<file path="src/rtl/core/mmt_pkg.sv">
`timescale 1ns / 1ps
// ----------------------------------------------------------------------------
// mmt_pkg
// Shared types and constants for the transposed matrix multiply block.
// ----------------------------------------------------------------------------
package mmt_pkg;

  localparam int ELEM_W  = 16;
  localparam int PROD_W  = 32;
  localparam int ACC_W   = 40;
  localparam int VALUE_W = 48;
  localparam int SIZE_W  = 5;

  localparam logic [SIZE_W-1:0] SIZE_RESET = 5'd16;

  localparam logic [1:0] CMD_LOAD    = 2'd0;
  localparam logic [1:0] CMD_COMPUTE = 2'd1;
  localparam logic [1:0] CMD_READ    = 2'd2;

  localparam logic KIND_ELEMENT = 1'b0;
  localparam logic KIND_TRACE   = 1'b1;

  typedef struct packed {
    logic [1:0]               cmd;
    logic [3:0]               row;
    logic [3:0]               col;
    logic signed [ELEM_W-1:0] a_value;
    logic signed [ELEM_W-1:0] b_value;
  } in_item_t;

  typedef struct packed {
    logic                      kind;
    logic signed [VALUE_W-1:0] value;
  } out_item_t;

  typedef struct packed {
    logic capture;
    logic load;
    logic start;
    logic issue;
    logic read_done;
    logic trace_done;
    logic push;
  } ctl_t;

  typedef struct packed {
    logic issue_last;
    logic pipe_busy;
    logic out_free;
  } sts_t;

endpackage

</file>
<file path="src/rtl/core/mmt_ctrl.sv">
`timescale 1ns / 1ps
// ----------------------------------------------------------------------------
// mmt_ctrl
// Command sequencer: accepts items, steps the compute sweep, hands results on.
// ----------------------------------------------------------------------------
module mmt_ctrl
  import mmt_pkg::*;
(
  input  logic       clk,
  input  logic       rst_n,
  input  logic       in_valid,
  input  logic [1:0] in_cmd,
  input  sts_t       sts,
  output logic       in_stall,
  output ctl_t       ctl
);

  typedef enum logic [4:0] {
    ST_IDLE  = 5'b00001,
    ST_READ  = 5'b00010,
    ST_COMP  = 5'b00100,
    ST_DRAIN = 5'b01000,
    ST_PUSH  = 5'b10000
  } state_t;

  state_t state_r, state_nxt;
  logic   accept;

  assign in_stall = (state_r != ST_IDLE);
  assign accept   = in_valid && (state_r == ST_IDLE);

  always_comb begin
    state_nxt = state_r;
    ctl       = '0;
    unique case (state_r)
      ST_IDLE: begin
        ctl.capture = accept;
        if (accept) begin
          priority if (in_cmd == CMD_LOAD) begin
            ctl.load = 1'b1;
          end else if (in_cmd == CMD_READ) begin
            state_nxt = ST_READ;
          end else if (in_cmd == CMD_COMPUTE) begin
            ctl.start = 1'b1;
            state_nxt = ST_COMP;
          end else begin
            state_nxt = ST_IDLE;
          end
        end
      end
      ST_READ: begin
        ctl.read_done = 1'b1;
        state_nxt     = ST_PUSH;
      end
      ST_COMP: begin
        ctl.issue = 1'b1;
        if (sts.issue_last) begin
          state_nxt = ST_DRAIN;
        end
      end
      ST_DRAIN: begin
        if (!sts.pipe_busy) begin
          ctl.trace_done = 1'b1;
          state_nxt      = ST_PUSH;
        end
      end
      ST_PUSH: begin
        if (sts.out_free) begin
          ctl.push  = 1'b1;
          state_nxt = ST_IDLE;
        end
      end
      default: state_nxt = ST_IDLE;
    endcase
  end

  always_ff @(posedge clk) begin
    if (!rst_n) begin
      state_r <= ST_IDLE;
    end else begin
      state_r <= state_nxt;
    end
  end

endmodule

</file>
<file path="config.mk">
export PLATFORM = sky130hd
export DESIGN_NAME = mmt_ctrl
export DESIGN_NICKNAME = d
export VERILOG_FILES = /design/src/rtl/core/mmt_pkg.sv /design/src/rtl/core/mmt_ctrl.sv
export SDC_FILE = /design/constraint.sdc
export NUM_CORES = 1
export LEC_CHECK = 0
export BUFFER_PORTS_ARGS = -buffer_cell sky130_fd_sc_hd__buf_4
export CAP_MARGIN = 20
export CORE_AREA = 5 5 42 44
export CTS_CLUSTER_SIZE = 24
export DETAILED_ROUTE_END_ITERATION = 7
export DIE_AREA = 0 0 47 49
export PLACE_DENSITY = 0.67
export SYNTH_ARGS = -nofsm -noshare
export SYNTH_HDL_FRONTEND = slang
export SYNTH_SLANG_ARGS = --single-unit
</file>
<file path="constraint.sdc">
create_clock -name clk -period 3 [get_ports clk]
set_clock_uncertainty 0.1 [all_clocks]
set_input_delay 0.6 -clock clk [delete_from_list [all_inputs] [get_ports clk]]
set_output_delay 0.6 -clock clk [all_outputs]
set_load 0.02 [all_outputs]
</file>
### Word level (Yosys, flattened, before mapping)

Index checks and enable logic that the tools add are counted.

* memory bits (writable): 0
* word-level logic and storage cells: 37
* memories: 0
* bits in read-only memories: 0
* input bits: 8
* bits in latches: 0
* flip-flop bits (word level): 5
* output and inout port bits: 8

* multiply operators: 0
* $add $sub $neg: 0
* magnitude comparators: 0
* bitwise operators: 0
* equal/unequal tests: 13
* div/mod/pow operators: 0
* muxes and demuxes: 20
* shifts and indexed selects: 0
* reduce and logical (&&, ||, !) cells: 3

Operators by type and width (count)
* 2-to-1 mux 5 bit: 6
* one-hot mux 5 bit (5 select lines): 1
* 2-to-1 mux 1 bit: 10
* != test 2 bit, second input constant: 5
* 2-to-1 mux 3 bit: 2
* equality test 5 x 1 -> 1 bit, second input constant: 1
* equality test 5 x 2 -> 1 bit, second input constant: 1
* equality test 5 x 3 -> 1 bit, second input constant: 1
* equality test 5 x 4 -> 1 bit, second input constant: 1
* equality test 5 bit, second input constant: 1
* != test 5 x 1 -> 1 bit, second input constant: 1
* AND reduction 5 bit: 1
* equality test 2 x 1 -> 1 bit, second input constant: 1
* equality test 2 bit, second input constant: 1
* zero test 2 bit: 1
* 2-to-1 mux 2 bit: 1
* logical AND 1 bit: 1

### Depth between registers and ports, before layout

Gate-level depths: netlist of run 1.

* depth in word-level cells: 6
* gate-level depth with buffers: 5
* depth with buffers taken out: 5

### Worst setup path after synthesis of run 1

Ideal clock, no wire load.

* kind: register -> output
* from: register state_r[3]
* to: output port ctl[4] (netlist name)
* arrival: 1.167 ns
* setup slack: 1.133 ns
* cell stages (with the launch flop): 4
* data required time: 2.300 ns
* buffers on the path: 0
* cells stage by stage: dfxtp_1 -> nor4_2 -> and3_2 -> and2_1

RTL lines
* from (decl): line mmt_ctrl.sv:26 `state_t state_r, state_nxt;`
* from (signal assigned): line mmt_ctrl.sv:81 `state_r <= state_nxt;`
* to (decl): line mmt_ctrl.sv:15 `output ctl_t ctl`

==> results of run 1 <==
==> how the worst min path moves through the flow <==
stage | startpoint | endpoint | slack, ps | depth (start not counted)
2_1_floorplan | state_r[2] | state_r[2] | 410 | 2
3_3_place_gp | state_r[2] | state_r[2] | 460 | 2
3_5_place_dp | state_r[2] | state_r[2] | 490 | 2
4_1_cts | state_r[2] | state_r[2] | 490 | 2
5_1_grt | state_r[2] | state_r[2] | 520 | 2
6_report | state_r[2] | state_r[2] | 490 | 2
==> cell type report <==
| cell class | count | share of cell area, % |
|---|---|---|
| inverters | 3 | 2.366 |
| repair buffers | 15 | 19.35 |
| flip-flops and latches | 5 | 17.20 |
| well taps | 16 | 3.441 |
| multi-input cells | 40 | 53.12 |
| clock buffers | 4 | 4.516 |
==> metal layers <==
layer  vias up  track usage [%]  routed length [microns]
li1        211                -                        -
met1       197            12.11                      460
met2        11            15.16                      503
met3         0            4.428                       62
met4         0                0                        0
met5         -                0                        0
==> Yosys cell counts <==
master / count
and2b_2: 2
inv_4: 1
ha_1: 4
a211o_2: 1
xnor2_1: 1
and3_2: 1
o22ai_1: 1
and2_4: 1
o21ai_2: 1
o21a_1: 1
nand3b_1: 1
dfxtp_1: 5
inv_1: 2
nor4_2: 1
nor3_1: 2
nor3b_1: 1
and3_1: 3
nand3_1: 2
and3b_2: 1
nand2_1: 4
mux2i_1: 1
nor4_1: 1
o221ai_1: 1
o221ai_4: 1
nor2_1: 5
o211a_1: 1
and2_1: 2
==> kinds of logic after synthesis <==
| logic type | after synthesis |
|---|---|
| flip-flops | 5 |
| multiplexers | 1 |
| buffers and inverters | 3 |
| AO/OA/AOI/OAI | 7 |
| AND/OR/NAND/NOR | 27 |
| adder cells (fa/ha/maj) | 4 |
| XOR/XNOR | 1 |
==> power breakdown <==
part	total (W)	internal, W	switching (W)
clock	0.0000769	0.0000502	0.0000266
combinational	0.000153	0.0000739	0.0000794
sequential	0.0000932	0.0000760	0.0000173
total	0.000323	0.000200	0.000123
==> stage by stage <==
step           instance area (sq um)  hold WS [ps]  std cells  utilization (%)
6_report                       581.8         492.6         83            41.52
5_1_grt                        581.8         521.2         83            41.52
4_1_cts                        581.8         490.6         83            41.52
3_5_place_dp                   555.5         486.9         79            39.64
3_3_place_gp                   555.5         464.0         79            39.64
2_1_floorplan                  422.9         407.4         48                -
==> worst min-delay path, cell delays in order (launching register included) <==
cell	delay (ps)
dfxtp_1	380
nand2_1	100
mux2i_1	60
==> flow_summary.yaml, run 1 <==
drt:
  via_per_inst: 5.048
  drt_pass1_iterations: 1
  drt-initial-drc-count: 0
  vias: 419
  drc: 0
  ant_nets: 0
  wl_per_cell_microns: 12.36
  drt_wl_total_mm: 1.026
finish:
  drive_above_1_share_pct: 41.79
  layout_common_cells: "buf_4 (15), nor2_1 (5), dfxtp_1 (5)"
  diodes: 0
  multi_input_area_sq_um: 309.0
  fin_nets: 80
  regArea_sq_um: 100.1
  regMostFlops: "state_r"
  top_regs: "state_r: 5 flops"
  area_growth_pct: 37.57
  n_fill_cell: 155
  largest_register_ff_count: 5
  layout_commonest_cell: "buf_4"
synth:
  yosysTopAreaCellShare_pct: 23.67
  synthesis.nets: 60
  synth_simple_gate_area_share_pct: 38.46
  yosys_warnings: 0
  synth_compound_area_share_pct: 18.34
  synth_top_cells_by_area: "dfxtp_1 (24%), ha_1 (12%), o221ai_4 (6.2%)"
  synth_mux_area_share_pct: 2.367
  synth_top_cell_by_area: "dfxtp_1"
  synth-xor-area-share_pct: 2.071
  ys_ff_latch: 5
  syn-cell-area_sq_um: 422.9
  synthCells: 48
  avgSynthCellArea_sq_um: 8.811
  synthAdderAreaFrac_pct: 11.83
  synth_cell_types: 27
  synth_top_family_by_area: "simple AND/OR/NAND/NOR gates"
  ys_seq_area_share_pct: 23.67
sta:
  fmax_ghz: 0.4688
  worst_slew_pin_slew_ps: 360.6
  rsz0062_at_grt: "false"
  slew_violations: 0
  hold_viol: 0
  min_period_ps: 2133
  setup_violations: 0
  setup_ws_ps: 866.9
  fin_setup_tns_ps: 0
  period_share_pct: 71.10
  slew_headroom_pct: 75.74
critical_path:
  cp-startpoint: "state_r[3]"
  start_kind: "register"
  r2r_slack_ps: 1410
  slowest_stage: "dfxtp_1"
  r2r_start: "state_r[3]"
  slowest_delay_ps: 370
  cp_num_cells: 4
  worst-path-max-fanout: 7
  crit_family: "simple AND/OR/NAND/NOR gates"
  r2r-end: "state_r[0]"
  crit_path_cell_trace: "nor4_2, and3_2, and2_1, buf_4"
  endpoint: "ctl[5]"
  critPathBufInv: 1
  rr_worst_depth: 5
  cp.arrival_ps: 1430
  critPathKind: "reg2out"
  endpoint_kind: "output port"
  critPathRequiredTime_ps: 2300
global_route:
  grt_pass1_vias: 400
  antenna_found_initial: 0
  grt_pass1_wl_mm: 1.649
  grtUsageTotal_pct: 9.443
  grt_max_degree: 9
  grt-ovfl-total: 0
min_path:
  hold_path.class: "reg2reg"
power:
  p_per_area_nw_per_um2: 555.8
  power_w: 0.0003233
  peakVddDrop_v: 0.0003034
  leakagePower_nw: 0.2848
floorplanning:
  die_area_sq_um: 2303
  core_sq_um: 1401
  die_w_microns: 47
  pin_count: 16
  die_y_microns: 49
  rows: 14
  start_util_pct: 30.18
placement:
  dp_hpwl_microns: 809.5
  dp_slack_ps: 1074
  portBuffers: 15
  gp_congestion: 0.7225
clock_network:
  ctsHoldBuffers: 0
  path_clk_slew_ps: 40
  cts.htree.levels: 1
  root_buffer: "clkbuf_4"
  cts_setup_buffers: 0
  cts_num_sinks: 5
  numCtsBuffers: 3
  cts_resized: 0
  clock_latency_ps: 240
  cts_tree: "yes"
  cts_buffer_depth: 2
status:
  status: "completed"
run:
  cap_violations: 0
Power figures use the tool's default switching activity.
==> inputs of run 2 (changes only) <==
- PLACE_DENSITY: 0.67 -> 0.69
- clock period: 3 -> 1.95 ns (I/O delays scaled with it)
==> flow_summary.yaml, run 2 (synthesis results as in run 1) <==
clock_network:
  clock_latency_ps: 240
  cts_num_sinks: 5
  cts_buffer_depth: 2
  numCtsBuffers: 3
  path_clk_slew_ps: 40
  cts.htree.levels: 1
  cts_tree: "yes"
  cts_setup_buffers: 0
  root_buffer: "clkbuf_4"
floorplanning:
  die_w_microns: 47
  start_util_pct: 30.18
  die_area_sq_um: 2303
  rows: 14
  die_y_microns: 49
  pin_count: 16
  core_sq_um: 1401
finish:
  fin_util_pct: 42.23
  largest_register_ff_count: 5
  fin_nets: 80
  n_fill_cell: 169
  top_regs: "state_r: 5 flops"
  layout_common_cells: "buf_4 (15), nor2_1 (5), nand2_1 (4), ha_1 (4), dfxtp_1 (4)"
  design_area_sq_um: 591.8
  layout_commonest_cell: "buf_4"
  area_growth_pct: 39.94
  drive_above_1_share_pct: 43.28
  diodes: 0
  regMostFlops: "state_r"
drt:
  drt_pass1_iterations: 4
  drc: 0
  drt-initial-drc-count: 7
  vias: 420
  via_per_inst: 5.060
  ant_nets: 0
  wl_per_cell_microns: 11.61
  drt_wl_total_microns: 964
critical_path:
  critPathKind: "reg2out"
  r2r_start: "state_r[1]"
  cp.arrival_ps: 1360
  critPathRequiredTime_ps: 1460
  worst-path-max-fanout: 8
  endpoint_kind: "output port"
  start_kind: "register"
  cp-startpoint: "state_r[2]"
global_route:
  grt_use_met1_pct: 10.75
  grt-ovfl-total: 0
  met2_usage_pct: 15.84
  grt_use_met3_pct: 2.214
  antenna_found_initial: 0
  grt_pass1_wl_mm: 1.607
  grt_max_degree: 9
  gr-max-usage-layer: "met2"
  grt_pass1_vias: 397
  grtUsageTotal_pct: 9.641
placement:
  portBuffers: 15
  dp_hpwl_microns: 801.4
  dpl_cell_area_sq_um: 555.5
  gp_congestion: 0.7320
sta:
  fmax_ghz: 0.5410
  slew_headroom_pct: 74.71
  worst_slew_pin_slew_ps: 375.9
  rsz0062_at_grt: "true"
  min_period_ps: 1848
  hold_viol: 0
  period_share_pct: 94.79
  slew_violations: 0
  fin_setup_tns_ps: 0
  setup_violations: 0
power:
  peakVddDrop_v: 0.0003361
  power_w: 0.0005006
  p_per_area_nw_per_um2: 845.9
  leakagePower_nw: 0.2898
min_path:
  min_from: "rst_n"
  hold_path.class: "in2reg"
status:
  status: "completed"
run:
  cap_violations: 0
==> run 2: cell counts in the layout (fill, tap and decap cells not counted) <==
No cell type changed its count.
==> run 2: path summary, 6_finish.rpt <==
check	to	slack, ps	depth (start not counted)
hold reg to reg	state_r[2]	420	2
hold / removal	state_r[0]	300	2
setup / recovery	ctl[4]	100	4
setup reg to reg	state_r[0]	430	4
==> run 2: critical path: stages (launching register included) <==
cell and delay, ps:
dfxtp_2 360, nor4_4 280, and3_2 230, and2_1 120, buf_4 130
==> run 2: cell type report <==
| cell class | instances | area (sq um) | share of cell area (%) |
|---|---|---|---|
| Inverter | 3 | 13.76 | 2.326 |
| Timing Repair Buffer | 15 | 112.6 | 19.03 |
| Clock buffer | 4 | 26.28 | 4.440 |
| Sequential cell | 5 | 101.3 | 17.12 |
| Tap cell | 16 | 20.02 | 3.383 |
| Multi-Input combinational cell | 40 | 317.8 | 53.70 |
==> run 2: stage by stage <==
stage          std cells  setup slack [ps]  hold WS, ps
6_report              83             101.7        304.6
2_1_floorplan         48             293.3        368.6
3_5_place_dp          79             271.0        460.8
4_1_cts               83             37.21        300.7
5_1_grt               83            -5.646        304.8
3_3_place_gp          79             301.4        452.5
==> run 2: per-layer routing <==
| metal | part of all wire (%) | wire, microns |
|---|---|---|
| met1 | 41 | 397 |
| met2 | 54 | 519 |
| met3 | 5.0 | 48 |
| met4 | 0 | 0 |
| met5 | 0 | 0 |
==> run 2: repair_timing <==
action | 4_1_cts | 5_1_grt
resized for setup | 0 | 2
hold endpoints to repair | 0 | 0
hold buffers | 0 | 0
setup endpoints to repair | 0 | 3
==> run 2: power breakdown <==
| group | leakage, nW | switching, W | internal, W |
|---|---|---|---|
| logic | 0.234 | 0.000118 | 0.000120 |
| registers | 0.0413 | 0.0000280 | 0.000117 |
| clock network | 0.0150 | 0.0000394 | 0.0000772 |
==> inputs of run 3 (changes only) <==
- CAP_MARGIN: 20 -> 40
- CELL_PAD_IN_SITES_DETAIL_PLACEMENT: unset -> 1
- CELL_PAD_IN_SITES_GLOBAL_PLACEMENT: unset -> 2
- CORE_AREA: 5 5 42 44 -> unset
- CORE_ASPECT_RATIO: unset -> 1.2
- CORE_MARGIN: unset -> 5
- CORE_UTILIZATION: unset -> 23
- DIE_AREA: 0 0 47 49 -> unset
- PLACE_DENSITY: 0.69 -> 0.81
- SETUP_SLACK_MARGIN: unset -> 0.5
==> flow_summary.yaml, run 3 (synthesis results as in run 1) <==
status:
  status: "completed"
finish:
  n_fill_cell: 206
  regMostFlops: "state_r"
  layout_commonest_cell: "buf_4"
  largest_register_ff_count: 5
  layout_common_cells: "buf_4 (18), buf_6 (8), nand2_1 (4), ha_1 (4), dfxtp_4 (4)"
  drive_above_1_share_pct: 65.38
  diodes: 0
  area_growth_pct: 81.95
  fin_nets: 91
  top_regs: "state_r: 5 flops"
floorplanning:
  pin_count: 16
  die_w_microns: 49.15
  start_util_pct: 23.67
  rows: 17
  die_area_sq_um: 2800
  die_y_microns: 56.98
  core_sq_um: 1787
power:
  leakagePower_nw: 0.3590
  peakVddDrop_v: 0.0003002
  p_per_area_nw_per_um2: 849.1
  power_w: 0.0006534
drt:
  drt_wl_total_mm: 1.436
  drc: 0
  wl_per_cell_microns: 14.80
  drt_pass1_iterations: 4
  ant_nets: 0
  drt-initial-drc-count: 8
  via_per_inst: 5.000
  vias: 485
global_route:
  grt_pass1_wl_mm: 2.366
  grt_pass1_vias: 528
  grt_max_degree: 9
  antenna_found_initial: 0
  grtUsageTotal_pct: 10.86
  grt-ovfl-total: 0
sta:
  fmax_ghz: 0.5448
  setup_violations: 0
  period_share_pct: 94.13
  min_period_ps: 1836
  fin_setup_tns_ps: 0
  rsz0062_at_grt: "true"
  slew_headroom_pct: 70.23
  hold_viol: 0
  setup_ws_ps: 114.4
  worst_slew_pin_slew_ps: 442.5
  slew_violations: 0
clock_network:
  cts_tree: "yes"
  root_buffer: "clkbuf_4"
  cts_num_sinks: 5
  numCtsBuffers: 3
  cts_buffer_depth: 2
  path_clk_slew_ps: 50
  cts.htree.levels: 1
  clock_latency_ps: 260
min_path:
  hold_path.class: "in2reg"
  hold_path_depth: 2
critical_path:
  crit_path_cell_trace: "nor4_4, and3_4, and2_4, buf_6"
  endpoint_kind: "output port"
  cp_num_cells: 4
  slowest_stage: "dfxtp_4"
  critPathRequiredTime_ps: 1460
  slowest_delay_ps: 350
  start_kind: "register"
  rr_worst_depth: 6
  cp.arrival_ps: 1350
  critPathBufInv: 1
  worst-path-max-fanout: 3
  crit_family: "simple AND/OR/NAND/NOR gates"
  critPathKind: "reg2out"
placement:
  dp_slack_ps: 285.3
  portBuffers: 15
  gp_congestion: 0.7761
  dp_hpwl_mm: 1.008
run:
  cap_violations: 0
[run 3: through the flow]
step | util [%] | std cells | hold slack (ps) | area [sq um]
2_1_floorplan | - | 48 | 368.6 | 446.7
3_3_place_gp | 33.05 | 83 | 426.0 | 590.6
3_5_place_dp | 33.05 | 83 | 436.1 | 590.6
4_1_cts | 39.92 | 93 | 270.8 | 713.2
5_1_grt | 43.07 | 97 | 283.3 | 769.5
6_report | 43.07 | 97 | 263.4 | 769.5
[run 3: final timing paths]
path,from,endpoint,slack (ps)
setup / recovery,state_r[3],ctl[5],110
hold / removal,rst_n,state_r[0],260
setup reg to reg,state_r[3],state_r[2],360
hold reg to reg,state_r[2],state_r[2],450
[run 3: worst reg2reg max path: stages (launching register included)]
cell      delay (ps)
dfxtp_4          350
nor4_4           280
and2_4           210
inv_4             40
buf_6            110
o221ai_4         210
mux2i_1          210
[run 3: layout make-up]
type | instances | area, sq um | area share [%]
Multi-Input combinational cell | 40 | 365.4 | 47.48
Timing Repair Buffer | 26 | 225.2 | 29.27
Sequential cell | 5 | 115.1 | 14.96
Clock buffer | 4 | 26.28 | 3.415
Tap cell | 19 | 23.77 | 3.089
Inverter | 3 | 13.76 | 1.789
[run 3: layer usage]
| layer | up-vias | routed length (microns) | GRT usage (%) |
|---|---|---|---|
| met5 | - | 0 | 0 |
| met4 | 0 | 19 | 4.615 |
| met3 | 2 | 79 | 3.916 |
| met2 | 12 | 820 | 20.44 |
| met1 | 239 | 516 | 10.33 |
| li1 | 232 | - | - |
[run 3: power breakdown]
| group | switching, W | leakage [nW] | internal (W) |
|---|---|---|---|
| registers | 0.0000286 | 0.0432 | 0.000119 |
| logic | 0.000164 | 0.301 | 0.000212 |
| clock network | 0.0000527 | 0.0150 | 0.0000780 |
[run 3: timing repair]
item,in CTS,in global routing
buffers inserted,6,4
pin swaps,8,5
endpoints found under the setup margin,12,13
hold buffers,0,0
gates resized for setup,14,7
